==> src/rtl/core/assert_macros.svh <==
// Assertion macros used by the RTL of the run generator.
`ifndef ASSERT_MACROS_SVH
`define ASSERT_MACROS_SVH

`ifndef SYNTHESIS
// Checked on every rising clock edge outside reset.
`define RSR_ASSERT(lbl, clk, rst_n, prop, msg) \
    lbl: assert property (@(posedge clk) disable iff (!rst_n) prop) else $error(msg);
// Checked on every rising clock edge, reset included.
`define RSR_ASSERT_ALWAYS(lbl, clk, prop, msg) \
    lbl: assert property (@(posedge clk) prop) else $error(msg);
`else
`define RSR_ASSERT(lbl, clk, rst_n, prop, msg)
`define RSR_ASSERT_ALWAYS(lbl, clk, prop, msg)
`endif

`endif

==> src/rtl/core/rsr_pkg.sv <==
// Package with the constants and types of the replacement-selection run generator.
package rsr_pkg;

    localparam int MEM_DEPTH = 16;
    localparam int REC_W     = 32;
    localparam int CFG_W     = 5;
    localparam int IDX_W     = $clog2(MEM_DEPTH);
    localparam int CNT_W     = $clog2(MEM_DEPTH + 1);
    localparam int CFG_RESET = 16;

    localparam logic signed [REC_W-1:0] REC_MIN = {1'b1, {(REC_W-1){1'b0}}};

    typedef enum logic [1:0] {
        ST_IDLE,
        ST_SCAN,
        ST_EMIT
    } t_state;

endpackage

==> src/rtl/core/rsr_if.sv <==
// Stream interfaces for the input records and the emitted run records.
interface rsr_in_if;
    logic                              valid;
    logic                              ready;
    logic signed [rsr_pkg::REC_W-1:0]  record;
    logic                              is_final;

    modport source (output valid, output record, output is_final, input ready);
    modport sink   (input valid, input record, input is_final, output ready);
endinterface

interface rsr_out_if;
    logic                              valid;
    logic                              ready;
    logic signed [rsr_pkg::REC_W-1:0]  out_record;
    logic                              run_end;
    logic                              last;

    modport source (output valid, output out_record, output run_end, output last,
                    input ready);
    modport sink   (input valid, input out_record, input run_end, input last,
                    output ready);
endinterface

==> src/rtl/core/replacement_selection_runs_top.sv <==
// Top level of the replacement-selection run generator for an external sort.
//
// This block turns a stream of signed 32-bit records into sorted runs by replacement
// selection. The first records (as many as the r_cfg register allows, held to the
// range one to sixteen) only fill the store and give no output. Every later record
// causes the smallest unfrozen stored record to be sent out, and the new record takes
// its slot; it is frozen for the rest of the run if it is smaller than the record
// just sent. When no unfrozen record is left, that output carries run_end and the
// whole store thaws for the next run. A record with is_final set is taken in the
// same way and then the store is drained by the same rule, so one input transaction
// may give up to seventeen output transactions, the last of which carries last.
// Sequence: a record that only fills the store is written as it is taken. A record
// that causes a selection is taken in ST_IDLE; then in ST_SCAN a single signed
// comparator steps through the slots one per cycle, and ST_EMIT sends the result
// and writes the new record back; a selection that finds every record frozen thaws
// the store and scans again. A final record then goes through a scan and an emit
// for each record drained. The write-back state waits as long as the previous result
// is still unread in the output register. The input is not ready while an item is
// being worked on; a finished result waits in the output register without holding
// back the input. Configuration writes are meant for times when the block is idle.
module replacement_selection_runs_top (
    input  logic                          i_clk,
    input  logic                          i_rst_n,
    input  logic                          i_cfg_we,
    input  logic [rsr_pkg::CFG_W-1:0]     i_cfg_wdata,
    rsr_in_if.sink                        i_in,
    rsr_out_if.source                     o_out
);

`include "assert_macros.svh"

    // Store of records: one write port, one read port at the scan index.
    logic signed [rsr_pkg::REC_W-1:0] r_store [rsr_pkg::MEM_DEPTH];

    rsr_pkg::t_state                  r_state,     n_state;
    logic [rsr_pkg::CFG_W-1:0]        r_cfg;
    logic [rsr_pkg::MEM_DEPTH-1:0]    r_valid,     n_valid;
    logic [rsr_pkg::MEM_DEPTH-1:0]    r_frozen,    n_frozen;
    logic [rsr_pkg::CNT_W-1:0]        r_fill,      n_fill;
    logic signed [rsr_pkg::REC_W-1:0] r_last_em,   n_last_em;
    logic signed [rsr_pkg::REC_W-1:0] r_rec,       n_rec;
    logic                             r_fin,       n_fin;
    logic                             r_drain,     n_drain;
    logic [rsr_pkg::IDX_W-1:0]        r_idx,       n_idx;
    logic                             r_found,     n_found;
    logic [rsr_pkg::IDX_W-1:0]        r_best_idx,  n_best_idx;
    logic signed [rsr_pkg::REC_W-1:0] r_best_val,  n_best_val;
    logic                             r_out_valid, n_out_valid;
    logic signed [rsr_pkg::REC_W-1:0] r_out_rec,   n_out_rec;
    logic                             r_out_end,   n_out_end;
    logic                             r_out_last,  n_out_last;
    logic signed [rsr_pkg::REC_W-1:0] r_scan_val;

    logic                             w_we;
    logic [rsr_pkg::IDX_W-1:0]        w_addr;
    logic signed [rsr_pkg::REC_W-1:0] w_data;

    logic [rsr_pkg::CNT_W-1:0]        slots;
    logic [rsr_pkg::IDX_W-1:0]        free_idx;
    logic                             in_acc;
    logic                             out_free;
    logic                             take;
    logic                             emit_last;

    // Effective slot count: zero acts as one, anything above the depth as the depth.
    always_comb begin
        if (r_cfg == '0) begin
            slots = rsr_pkg::CNT_W'(1);
        end else if (int'(r_cfg) > rsr_pkg::MEM_DEPTH) begin
            slots = rsr_pkg::CNT_W'(rsr_pkg::MEM_DEPTH);
        end else begin
            slots = rsr_pkg::CNT_W'(r_cfg);
        end
    end

    // Lowest-numbered empty slot, used when a record only fills the store.
    always_comb begin
        free_idx = '0;
        for (int i = rsr_pkg::MEM_DEPTH - 1; i >= 0; i--) begin
            if (!r_valid[i]) begin
                free_idx = rsr_pkg::IDX_W'(i);
            end
        end
    end

    assign i_in.ready = (r_state == rsr_pkg::ST_IDLE);
    assign in_acc     = i_in.valid && i_in.ready;
    assign out_free   = !r_out_valid || o_out.ready;

    // The shared comparator: the slot under the scan index against the best so far.
    // A strict compare keeps the lowest-numbered slot on ties.
    assign take     = r_valid[r_idx] && !r_frozen[r_idx] &&
                      (!r_found || (r_scan_val < r_best_val));

    always_comb begin
        n_state     = r_state;
        n_valid     = r_valid;
        n_frozen    = r_frozen;
        n_fill      = r_fill;
        n_last_em   = r_last_em;
        n_rec       = r_rec;
        n_fin       = r_fin;
        n_drain     = r_drain;
        n_idx       = r_idx;
        n_found     = r_found;
        n_best_idx  = r_best_idx;
        n_best_val  = r_best_val;
        n_out_valid = r_out_valid;
        n_out_rec   = r_out_rec;
        n_out_end   = r_out_end;
        n_out_last  = r_out_last;
        w_we        = 1'b0;
        w_addr      = r_best_idx;
        w_data      = r_rec;
        emit_last   = 1'b0;

        // The consumer takes the waiting result unless a new one replaces it below.
        if (r_out_valid && o_out.ready) begin
            n_out_valid = 1'b0;
        end

        case (r_state)
            rsr_pkg::ST_IDLE: begin
                if (in_acc) begin
                    n_rec   = i_in.record;
                    n_fin   = i_in.is_final;
                    n_idx   = '0;
                    n_found = 1'b0;
                    if (r_fill < slots) begin
                        // Filling phase: the record just goes into an empty slot.
                        w_we               = 1'b1;
                        w_addr             = free_idx;
                        w_data             = i_in.record;
                        n_valid[free_idx]  = 1'b1;
                        n_frozen[free_idx] = (i_in.record < r_last_em);
                        n_fill             = r_fill + rsr_pkg::CNT_W'(1);
                        n_drain            = 1'b1;
                        if (i_in.is_final) begin
                            n_state = rsr_pkg::ST_SCAN;
                        end
                    end else begin
                        n_drain = 1'b0;
                        n_state = rsr_pkg::ST_SCAN;
                    end
                end
            end

            rsr_pkg::ST_SCAN: begin
                if (take) begin
                    n_found    = 1'b1;
                    n_best_idx = r_idx;
                    n_best_val = r_scan_val;
                end
                if (r_idx == rsr_pkg::IDX_W'(rsr_pkg::MEM_DEPTH - 1)) begin
                    n_idx = '0;
                    if (r_found || take) begin
                        n_state = rsr_pkg::ST_EMIT;
                    end else begin
                        // Every stored record is frozen: thaw and start a new run.
                        n_frozen  = '0;
                        n_last_em = rsr_pkg::REC_MIN;
                        n_found   = 1'b0;
                    end
                end else begin
                    n_idx = r_idx + rsr_pkg::IDX_W'(1);
                end
            end

            rsr_pkg::ST_EMIT: begin
                if (out_free) begin
                    if (r_drain) begin
                        n_valid[r_best_idx]  = 1'b0;
                        n_frozen[r_best_idx] = 1'b0;
                        n_fill               = r_fill - rsr_pkg::CNT_W'(1);
                        emit_last            = (n_fill == '0);
                    end else begin
                        w_we                 = 1'b1;
                        n_frozen[r_best_idx] = (r_rec < r_best_val);
                        emit_last            = !r_fin;
                    end

                    n_out_valid = 1'b1;
                    n_out_rec   = r_best_val;
                    n_out_last  = emit_last;
                    n_out_end   = ~|(n_valid & ~n_frozen);

                    // Closing a run thaws the store; otherwise the bound moves up.
                    if (n_out_end) begin
                        n_frozen  = '0;
                        n_last_em = rsr_pkg::REC_MIN;
                    end else begin
                        n_last_em = r_best_val;
                    end

                    n_found = 1'b0;
                    n_idx   = '0;
                    if (emit_last) begin
                        if (r_drain) begin
                            n_frozen  = '0;
                            n_last_em = rsr_pkg::REC_MIN;
                        end
                        n_state = rsr_pkg::ST_IDLE;
                    end else begin
                        n_drain = 1'b1;
                        n_state = rsr_pkg::ST_SCAN;
                    end
                end
            end

            default: begin
                n_state = rsr_pkg::ST_IDLE;
            end
        endcase
    end

    always_ff @(posedge i_clk) begin
        if (!i_rst_n) begin
            r_state     <= rsr_pkg::ST_IDLE;
            r_cfg       <= rsr_pkg::CFG_W'(rsr_pkg::CFG_RESET);
            r_valid     <= '0;
            r_frozen    <= '0;
            r_fill      <= '0;
            r_last_em   <= rsr_pkg::REC_MIN;
            r_drain     <= 1'b0;
            r_idx       <= '0;
            r_found     <= 1'b0;
            r_out_valid <= 1'b0;
        end else begin
            r_state     <= n_state;
            if (i_cfg_we) begin
                r_cfg <= i_cfg_wdata;
            end
            r_valid     <= n_valid;
            r_frozen    <= n_frozen;
            r_fill      <= n_fill;
            r_last_em   <= n_last_em;
            r_drain     <= n_drain;
            r_idx       <= n_idx;
            r_found     <= n_found;
            r_out_valid <= n_out_valid;
        end
    end

    always_ff @(posedge i_clk) begin
        r_rec      <= n_rec;
        r_fin      <= n_fin;
        r_best_idx <= n_best_idx;
        r_best_val <= n_best_val;
        r_out_rec  <= n_out_rec;
        r_out_end  <= n_out_end;
        r_out_last <= n_out_last;
    end

    // The read port follows the next scan index, so the word of a slot is on hand in
    // the cycle that the scan looks at it; a write to that slot at the same edge is
    // passed straight through.
    always_ff @(posedge i_clk) begin
        if (w_we) begin
            r_store[w_addr] <= w_data;
        end
        if (w_we && (w_addr == n_idx)) begin
            r_scan_val <= w_data;
        end else begin
            r_scan_val <= r_store[n_idx];
        end
    end

    assign o_out.valid      = r_out_valid;
    assign o_out.out_record = r_out_rec;
    assign o_out.run_end    = r_out_end;
    assign o_out.last       = r_out_last;

    // The fill count always matches the number of occupied slots.
    `RSR_ASSERT(a_fill_matches_valid, i_clk, i_rst_n,
        r_fill == rsr_pkg::CNT_W'($countones(r_valid)),
        "fill count differs from occupied slots")
    // The slot chosen for output is occupied and unfrozen.
    `RSR_ASSERT(a_best_is_live, i_clk, i_rst_n,
        (r_state == rsr_pkg::ST_EMIT) |-> (r_valid[r_best_idx] && !r_frozen[r_best_idx]),
        "selected slot is empty or frozen")
    // The result marked last returns the sequencer to idle.
    `RSR_ASSERT(a_last_ends_item, i_clk, i_rst_n,
        (r_state == rsr_pkg::ST_EMIT && out_free && emit_last) |=> (r_state == rsr_pkg::ST_IDLE),
        "item did not finish after its last result")
    // Reset leaves an empty store and an idle sequencer.
    `RSR_ASSERT_ALWAYS(a_reset_state, i_clk,
        !i_rst_n |=> (r_state == rsr_pkg::ST_IDLE && r_fill == '0 && !r_out_valid),
        "reset did not clear the control state")

endmodule

==> src/flat_wrapper.sv <==
// flat-port wrapper written by rule: the top's interface ports become plain ports
module replacement_selection_runs_top_flat 
  (i_clk, i_rst_n, i_cfg_we, i_cfg_wdata, i_in_valid, i_in_record, i_in_is_final, i_in_ready, o_out_valid, o_out_out_record, o_out_run_end, o_out_last, o_out_ready);
  rsr_in_if i_in_i ();
  rsr_out_if o_out_i ();
  input  logic i_clk;
  input  logic i_rst_n;
  input  logic i_cfg_we;
  input  logic [rsr_pkg::CFG_W-1:0] i_cfg_wdata;
  input wire logic [$bits(i_in_i.valid)-1:0] i_in_valid;
  input wire logic [$bits(i_in_i.record)-1:0] i_in_record;
  input wire logic [$bits(i_in_i.is_final)-1:0] i_in_is_final;
  output wire logic [$bits(i_in_i.ready)-1:0] i_in_ready;
  output wire logic [$bits(o_out_i.valid)-1:0] o_out_valid;
  output wire logic [$bits(o_out_i.out_record)-1:0] o_out_out_record;
  output wire logic [$bits(o_out_i.run_end)-1:0] o_out_run_end;
  output wire logic [$bits(o_out_i.last)-1:0] o_out_last;
  input wire logic [$bits(o_out_i.ready)-1:0] o_out_ready;
  assign i_in_i.valid = i_in_valid;
  assign i_in_i.record = i_in_record;
  assign i_in_i.is_final = i_in_is_final;
  assign i_in_ready = i_in_i.ready;
  assign o_out_valid = o_out_i.valid;
  assign o_out_out_record = o_out_i.out_record;
  assign o_out_run_end = o_out_i.run_end;
  assign o_out_last = o_out_i.last;
  assign o_out_i.ready = o_out_ready;
  replacement_selection_runs_top u_core (.i_clk(i_clk), .i_rst_n(i_rst_n), .i_cfg_we(i_cfg_we), .i_cfg_wdata(i_cfg_wdata), .i_in(i_in_i), .o_out(o_out_i));
endmodule
==> config.mk <==
export PLATFORM = sky130hd
export DESIGN_NAME = replacement_selection_runs_top_flat
export DESIGN_NICKNAME = d
export VERILOG_FILES = /design/src/rtl/core/rsr_pkg.sv /design/src/rtl/core/rsr_if.sv /design/src/rtl/core/replacement_selection_runs_top.sv /design/src/flat_wrapper.sv
export VERILOG_INCLUDE_DIRS = /design/src /design/src/rtl/core
export SDC_FILE = /design/constraint.sdc
export NUM_CORES = 1
export LEC_CHECK = 0
export ABC_CLOCK_PERIOD_IN_PS = 6140
export BUFFER_PORTS_ARGS = -buffer_cell sky130_fd_sc_hd__buf_2
export CORE_ASPECT_RATIO = 0.8
export CORE_MARGIN = 5
export CORE_UTILIZATION = 40
export CTS_CLUSTER_SIZE = 16
export DETAILED_ROUTE_END_ITERATION = 8
export GPL_ROUTABILITY_DRIVEN = 0
export GPL_TIMING_DRIVEN = 1
export HOLD_SLACK_MARGIN = 0.06
export PLACE_DENSITY = 0.66
export SETUP_SLACK_MARGIN = 0.15
export SYNTH_ARGS = -nofsm -noshare
export SYNTH_HDL_FRONTEND = slang
export SYNTH_SLANG_ARGS = --single-unit
==> constraint.sdc <==
create_clock -name i_clk -period 6.14 [get_ports i_clk]
set_clock_uncertainty 0.05 [all_clocks]
set_input_delay 0.614 -clock i_clk [delete_from_list [all_inputs] [get_ports i_clk]]
set_output_delay 0.614 -clock i_clk [all_outputs]
set_load 0.005 [all_outputs]
==> results.sh, run 1 <==
export IMPL_outcome="completed"
export IMPL_worstPathArrival_ns=5.30
export IMPL_die_h_um=253.7
export IMPL_min_path_type="in -> reg"
export IMPL_cts_tree="done"
export IMPL_synth_warnings=0
export IMPL_min_period_ns=5.096
export IMPL_rsz0062_at_grt="no"
export IMPL_peakVddDrop_mv=0.2042
export IMPL_drive_gt1_share_pct=20.60
export IMPL_worst_pin_slew_ns=1.082
export IMPL_ios=79
export IMPL_port_buffers=78
export IMPL_postCtsSetupBuffers=0
export IMPL_setup_worst_path_start_class="flip-flop"
export IMPL_synth_mux_area_share_pct=12.59
export IMPL_synthAdderAreaFrac_pct=4.426
export IMPL_period_share_pct=83.00
export IMPL_cts_sink_count=702
export IMPL_synth_seq_area_share_pct=68.08
export IMPL_max_freq_mhz=196.2
export IMPL_path_clk_slew_ns=0.07
export IMPL_hold_slack_ns=0.1581
export IMPL_crit_slowest_cell="dfxtp_4"
export IMPL_initial_utilization_pct=40.33
export IMPL_syn_inst=1855
export IMPL_final_util_pct=46.05
export IMPL_p_sw_mw=4.338
export IMPL_comb_power_share_pct=24.0
export IMPL_synth_top_family_by_area="multiplexers"
export IMPL_grt_usage_pct=18.72
export IMPL_async_flop_share_pct=0
export IMPL_die_w_um=314.6
export IMPL_synth_main_ff_cell="edfxtp_1"
export IMPL_synth_edff_count=615
export IMPL_vias_per_cell=5.703
export IMPL_first_iter_violations=2142
export IMPL_worst_ep_required_time_ns=6.35
export IMPL_yosys_area_share_simple_pct=6.521
export IMPL_power_density_nw_per_um2=420.4
export IMPL_synth_area_per_cell_um2=16.00
export IMPL_power_leakage_nw=11.19
export IMPL_wire_per_inst_um=24.92
export IMPL_cp_common_cell="buf_4"
export IMPL_clk_path_buf_depth=3
export IMPL_slew_viol_final=0
export IMPL_ant_nets=0
export IMPL_seq_area_um2=20220
export IMPL_finalHoldViolations=0
export IMPL_netSwitchingFraction_pct=30.44
export IMPL_cts_htree_levels=3
export IMPL_rows=89
export IMPL_max_stage_delay_ns=0.65
export IMPL_top_layer="met4"
export IMPL_met3_length_mm=7.084
export IMPL_fin_nets=2114
export IMPL_end_kind="flip-flop"
export IMPL_die_area_um2=79790
export IMPL_ys_types=66
export IMPL_internal_power_mw=9.911
export IMPL_synthXorXnorAreaFrac_pct=0.1770
export IMPL_drc_errors=0
export IMPL_yosys_register_bits=702
export IMPL_worstPathCellList="buf_4 > buf_4 > mux4_2 > mux4_2 > ha_1 > o21ai_1 > nand2b_1 > a21oi_1 > o221ai_1 > a21oi_1 > xor2_1 > a21oi_4 > buf_4"
export IMPL_root_buffer="clkbuf_16"
export IMPL_fin_setup_tns_ns=0
export IMPL_synth_compound_area_share_pct=6.011
export IMPL_clkPwrFrac_pct=30.7
export IMPL_syn_nets=2003
export IMPL_grt_first_pass_wirelength_mm=111.3
export IMPL_cts_inserted_buffers=72
export IMPL_vias=17260
export IMPL_max_cap_violations=0
export IMPL_grt_overflow=0
export IMPL_relSlewSlack_pct=27.30
export IMPL_firstDrtPassIters=6
export IMPL_worstPathMaxFanout=22
export IMPL_num_fill_cells=6260
export IMPL_finalSetupViolCount=0
export IMPL_met1Wirelength_mm=31.56
export IMPL_grt_max_degree=50
export IMPL_path_class="reg -> reg"
export IMPL_wl_mm=75.43
export IMPL_hold_buffers=0
export IMPL_synth_cell_area_um2=29680
export IMPL_cts_resized=0
export IMPL_wl_met2_mm=34.87
export IMPL_p_seq_share_pct=45.3
export IMPL_antenna_found_initial=4
export IMPL_multi_input_area_um2=8967
export IMPL_coreArea_um2=73610
export IMPL_area_growth_pct=14.19
export IMPL_dp_hpwl_mm=47.24
export IMPL_insertion_delay_ns=0.62
export IMPL_grt_pass1_vias=17060
==> power by group through the flow <==
stage	registers, mW	clock network [mW]	logic (mW)
floorplan	6.37	0	2.30
global placement	6.53	0	3.30
detailed placement	6.55	0	3.39
CTS	6.45	4.44	3.40
global route	6.49	4.66	3.69
finish	6.45	4.37	3.42
==> per-layer routing <==
layer,vias to the layer above,track usage [%]
met5,-,0
met1,8855,26.61
met4,0,4.754
met2,796,29.03
met3,115,5.047
li1,7498,-
==> stage by stage <==
| stage | cell area [um^2] | power [mW] | cells | worst slack, ns |
|---|---|---|---|---|
| after detailed placement | 31530 | 9.937 | 2893 | 1.021 |
| after global routing | 33890 | 14.84 | 3025 | 0.7924 |
| after global placement | 31530 | 9.835 | 2893 | 1.078 |
| after floorplan | 29690 | 8.671 | 1855 | 0.4982 |
| final | 33900 | 14.25 | 3027 | 1.044 |
| after CTS | 33890 | 14.30 | 3025 | 0.9952 |
==> sequential cells by signal (all words and copies together), names as in the netlist, 2 cells and up, named ones only <==
name,count
u_core.r_store,512
u_core.o_out.out_record,32
u_core.r_best_val,32
u_core.r_last_em,32
u_core.r_rec,32
u_core.r_valid,16
u_core.r_cfg,5
u_core.r_fill,5
u_core.r_best_idx,4
u_core.r_idx,4
u_core.r_state,2
==> final timing paths <==
| path | depth (start not counted) | slack, ns | from | endpoint |
|---|---|---|---|---|
| worst max-delay path | 13 | 1.04 | flip-flop | u_core.r_best_val[6] |
| worst min register to register | 2 | 0.40 | u_core.r_last_em[14] | u_core.r_last_em[14] |
| worst max register to register | 13 | 1.04 | flip-flop | u_core.r_best_val[6] |
| worst min-delay path | 1 | 0.16 | i_in_is_final | u_core.r_fin |
==> worst max-delay path: cells and delay by family (launching register included) <==
family,cells,cell delay (ns)
compound gates,5,1.18
xor+xnor,1,0.12
fa+ha+maj,1,0.30
buf+inv,3,1.24
flops,1,0.65
mux,2,1.07
simple gates,1,0.07
==> cells in the mapped netlist (21+ instances only) <==
library cell / n / share of area, %
nand2_1: 186 / 2.4
nor2_1: 85 / 1.1
o21ai_1: 42 / 0.71
dfxtp_1: 87 / 5.9
mux4_2: 162 / 12
clkbuf_1: 57 / 0.72
a21oi_1: 77 / 1.3
a31oi_1: 29 / 0.61
ha_1: 105 / 4.4
inv_1: 86 / 1.1
nor3_1: 21 / 0.35
edfxtp_1: 615 / 62
o21ai_0: 51 / 0.86
==> kinds of logic after synthesis <==
| group | after synthesis |
|---|---|
| adders and majority gates | 105 |
| muxes | 171 |
| AOI/OAI and AO/OA | 289 |
| buffers and inverters | 166 |
| xor gates and xnor gates | 6 |
| and+or+nand+nor | 416 |
| DFF | 702 |
==> layout by cell type, fill, tap and decap left out, drive strengths merged, types with 4 or more instances in the layout <==
master / synthesis / final
clkinvlp: 0 / 4
edfxtp: 615 / 615
o221ai: 5 / 5
a211oi: 15 / 15
clkinv: 0 / 22
nand3: 18 / 18
mux4: 162 / 162
nor2: 85 / 85
a21o: 17 / 17
nand4: 18 / 18
nand2b: 15 / 15
mux2i: 9 / 9
o211ai: 7 / 7
o21ai: 94 / 94
o31ai: 4 / 4
a31oi: 30 / 30
nand2: 186 / 186
dfxtp: 87 / 87
bufinv: 0 / 6
nor3: 21 / 21
and2: 16 / 16
buf: 23 / 117
a21oi: 77 / 77
or3b: 8 / 8
ha: 105 / 105
or3: 10 / 10
nor2b: 18 / 18
clkbuf: 57 / 96
and3: 4 / 4
o21a: 5 / 5
inv: 86 / 90
==> final cells by class <==
class | count | area share, %
timing repair buffer | 117 | 2.274
clock buffer | 96 | 5.795
antenna | 2 | 0.01477
tap | 1001 | 3.695
inverter | 86 | 0.9523
sequential | 702 | 59.65
clock inverter | 36 | 1.163
multi-input combinational | 987 | 26.46
(Power assumes the default switching activity.)
==> inputs of run 2 (changes only) <==
--- a/config.mk
+++ b/config.mk
@@ -6,7 +6,7 @@
 export SDC_FILE = /design/constraint.sdc
 export NUM_CORES = 1
 export LEC_CHECK = 0
-export ABC_CLOCK_PERIOD_IN_PS = 6140
+export ABC_CLOCK_PERIOD_IN_PS = 4600
 export BUFFER_PORTS_ARGS = -buffer_cell sky130_fd_sc_hd__buf_2
 export CORE_ASPECT_RATIO = 0.8
 export CORE_MARGIN = 5
==> constraint.sdc (replaced) <==
create_clock -name i_clk -period 4.6 [get_ports i_clk]
set_clock_uncertainty 0.05 [all_clocks]
set_input_delay 0.46 -clock i_clk [delete_from_list [all_inputs] [get_ports i_clk]]
set_output_delay 0.46 -clock i_clk [all_outputs]
set_load 0.005 [all_outputs]
==> run 2 against run 1 <==
Effect of this change:
- wire length grew 0.26%
- global-route usage shrank 0.11 points
- sequential share of layout area shrank 1.6 points
- setup slack lost 0.79 ns
- register-to-register slack lost 0.79 ns
- final cell count grew 3.2%
- sequential cell count is the same
- fmax grew 17%
- worst hold slack lost 0.075 ns
- non-clock buffer count grew 104
==> results.sh, run 2 (same netlist as run 1, synthesis figures left out) <==
export IMPL_outcome="completed"
export IMPL_reg2regPathDepth=15
export IMPL_r2r_end="u_core.r_best_val[5]"
export IMPL_end_kind="flip-flop"
export IMPL_regMostFlops="u_core.r_store"
export IMPL_rsz0062_at_grt="no"
export IMPL_insertion_delay_ns=0.62
export IMPL_rows=89
export IMPL_layout_common_cells="edfxtp_1, nand2_1, mux4_2, ha_1, buf_4"
export IMPL_fin_setup_tns_ns=0
export IMPL_fin_nets=2218
export IMPL_port_buffers=78
export IMPL_num_fill_cells=6174
export IMPL_setup_worst_path_start_class="flip-flop"
export IMPL_path_class="reg -> reg"
export IMPL_path_clk_slew_ns=0.06
export IMPL_root_buffer="clkbuf_16"
export IMPL_final_cell_area_um2=34850
export IMPL_worstPathArrival_ns=4.67
export IMPL_vias_per_cell=5.677
export IMPL_wl_mm=75.62
export IMPL_first_iter_violations=2169
export IMPL_grt_overflow=0
export IMPL_period_share_pct=94.50
export IMPL_peakVddDrop_mv=0.2810
export IMPL_cts_htree_levels=3
export IMPL_min_path_cells=1
export IMPL_max_freq_mhz=230.0
export IMPL_hold_start="i_in_record[23]"
export IMPL_worst_ep_required_time_ns=4.92
export IMPL_cts_tree="done"
export IMPL_met1Wirelength_mm=31.31
export IMPL_ant_nets=0
export IMPL_clk_path_buf_depth=3
export IMPL_die_w_um=314.6
export IMPL_diodes=0
export IMPL_drc_errors=0
export IMPL_top_layer="met5"
export IMPL_area_growth_pct=17.40
export IMPL_grt_pass1_vias=17620
export IMPL_grt_usage_pct=18.61
export IMPL_power_leakage_nw=11.71
export IMPL_worst_r2r_setup_slack_ns=0.25
export IMPL_min_period_ns=4.347
export IMPL_worst_pin_slew_ns=1.015
export IMPL_power_density_nw_per_um2=552.8
export IMPL_drive_gt1_share_pct=22.86
export IMPL_grt_max_degree=36
export IMPL_ios=79
export IMPL_initial_utilization_pct=40.33
export IMPL_placed_area_um2=32000
export IMPL_coreArea_um2=73610
export IMPL_wire_per_inst_um=24.21
export IMPL_antenna_found_initial=2
export IMPL_die_h_um=253.7
export IMPL_cts_sink_count=702
export IMPL_final_util_pct=47.35
export IMPL_met3_length_mm=7.168
export IMPL_final_common_cell="edfxtp_1"
export IMPL_firstDrtPassIters=6
export IMPL_largest_register_ff_count=512
export IMPL_finalHoldViolations=0
export IMPL_vias=17730
export IMPL_die_area_um2=79790
export IMPL_dp_hpwl_mm=48.93
export IMPL_min_path_type="in -> reg"
export IMPL_slew_viol_final=0
export IMPL_min_to="u_core.r_rec[23]"
export IMPL_finalSetupViolCount=0
export IMPL_grt_first_pass_wirelength_mm=111.4
export IMPL_relSlewSlack_pct=32.29
export IMPL_max_cap_violations=0
export IMPL_worstPathMaxFanout=18
export IMPL_wl_met2_mm=35.22
export IMPL_cts_inserted_buffers=72
==> run 2: cell types whose count changed in the layout (fill, tap and decap cells not counted), sizes merged, moves of 4 or more <==
cell	delta
clkinv	-4
buf	+66
clkbuf	+4
clkinvlp	-4
dlygate4sd3	+36
==> run 2: how the worst max path moves through the flow <==
stage	endpoint	slack, ns	cells past startpoint
6_report	u_core.r_best_val[5]	0.25	15
2_1_floorplan	u_core.r_best_idx[0]	0.15	12
4_1_cts	u_core.r_best_val[21]	0.19	12
3_3_place_gp	u_core.r_last_em[6]	0.18	16
3_5_place_dp	u_core.r_last_em[5]	0.04	16
5_1_grt	u_core.r_best_val[5]	0.13	17
==> run 2: metal layers <==
layer | global-route usage [%] | vias to the layer above
met3 | 4.468 | 144
met4 | 5.248 | 4
li1 | - | 7684
met2 | 29.04 | 866
met5 | 0 | -
met1 | 26.43 | 9030
==> run 2: through the flow <==
| stage | hold WS, ns | setup slack, ns | cells | power (mW) |
|---|---|---|---|---|
| after global placement | 0.3835 | 0.1843 | 2944 | 13.30 |
| after floorplan | 0.3764 | 0.1542 | 1855 | 11.64 |
| after global routing | 0.06106 | 0.1302 | 3123 | 20.09 |
| final | 0.08263 | 0.2529 | 3123 | 19.26 |
| after detailed placement | 0.3895 | 0.04295 | 2944 | 13.47 |
| after CTS | 0.06019 | 0.1886 | 3109 | 19.22 |
==> run 2: final cells by class <==
| class | count | area (um^2) | share of cell area, % |
|---|---|---|---|
| Sequential cell | 702 | 20220 | 58.02 |
| Multi-Input combinational cell | 987 | 8979 | 25.76 |
| Clock buffer | 98 | 1982 | 5.687 |
| Timing Repair Buffer | 221 | 1795 | 5.152 |
| Tap cell | 1001 | 1252 | 3.594 |
| Inverter | 86 | 322.8 | 0.9263 |
| Clock inverter | 28 | 299.0 | 0.8581 |
==> run 2: timing repair <==
action	CTS	global route
hold buffers	36	0
pin swaps	1	3
cloned	0	3
gates resized for setup	1	4
hold endpoints to repair	36	0
endpoints found under the setup margin	33	35
buffers inserted	3	11
==> run 2: power by group <==
group          switching (mW)  internal [mW]  leakage (nW)
Clock                    2.44           3.27          1.12
Sequential              0.338           8.22          6.29
Combinational            3.06           1.94          4.29
==> run 2: critical path: stages, from the launching register on <==
cell      delay, ns
dfxtp_4        0.45
buf_4          0.20
buf_16         0.18
mux4_2         0.50
mux4_2         0.54
ha_1           0.32
and4_1         0.21
a21oi_1        0.16
nand2_1        0.17
a21oi_1        0.18
o221ai_1       0.20
a21oi_1        0.22
xor2_1         0.27
a21oi_4        0.09
buf_4          0.16
buf_12         0.16
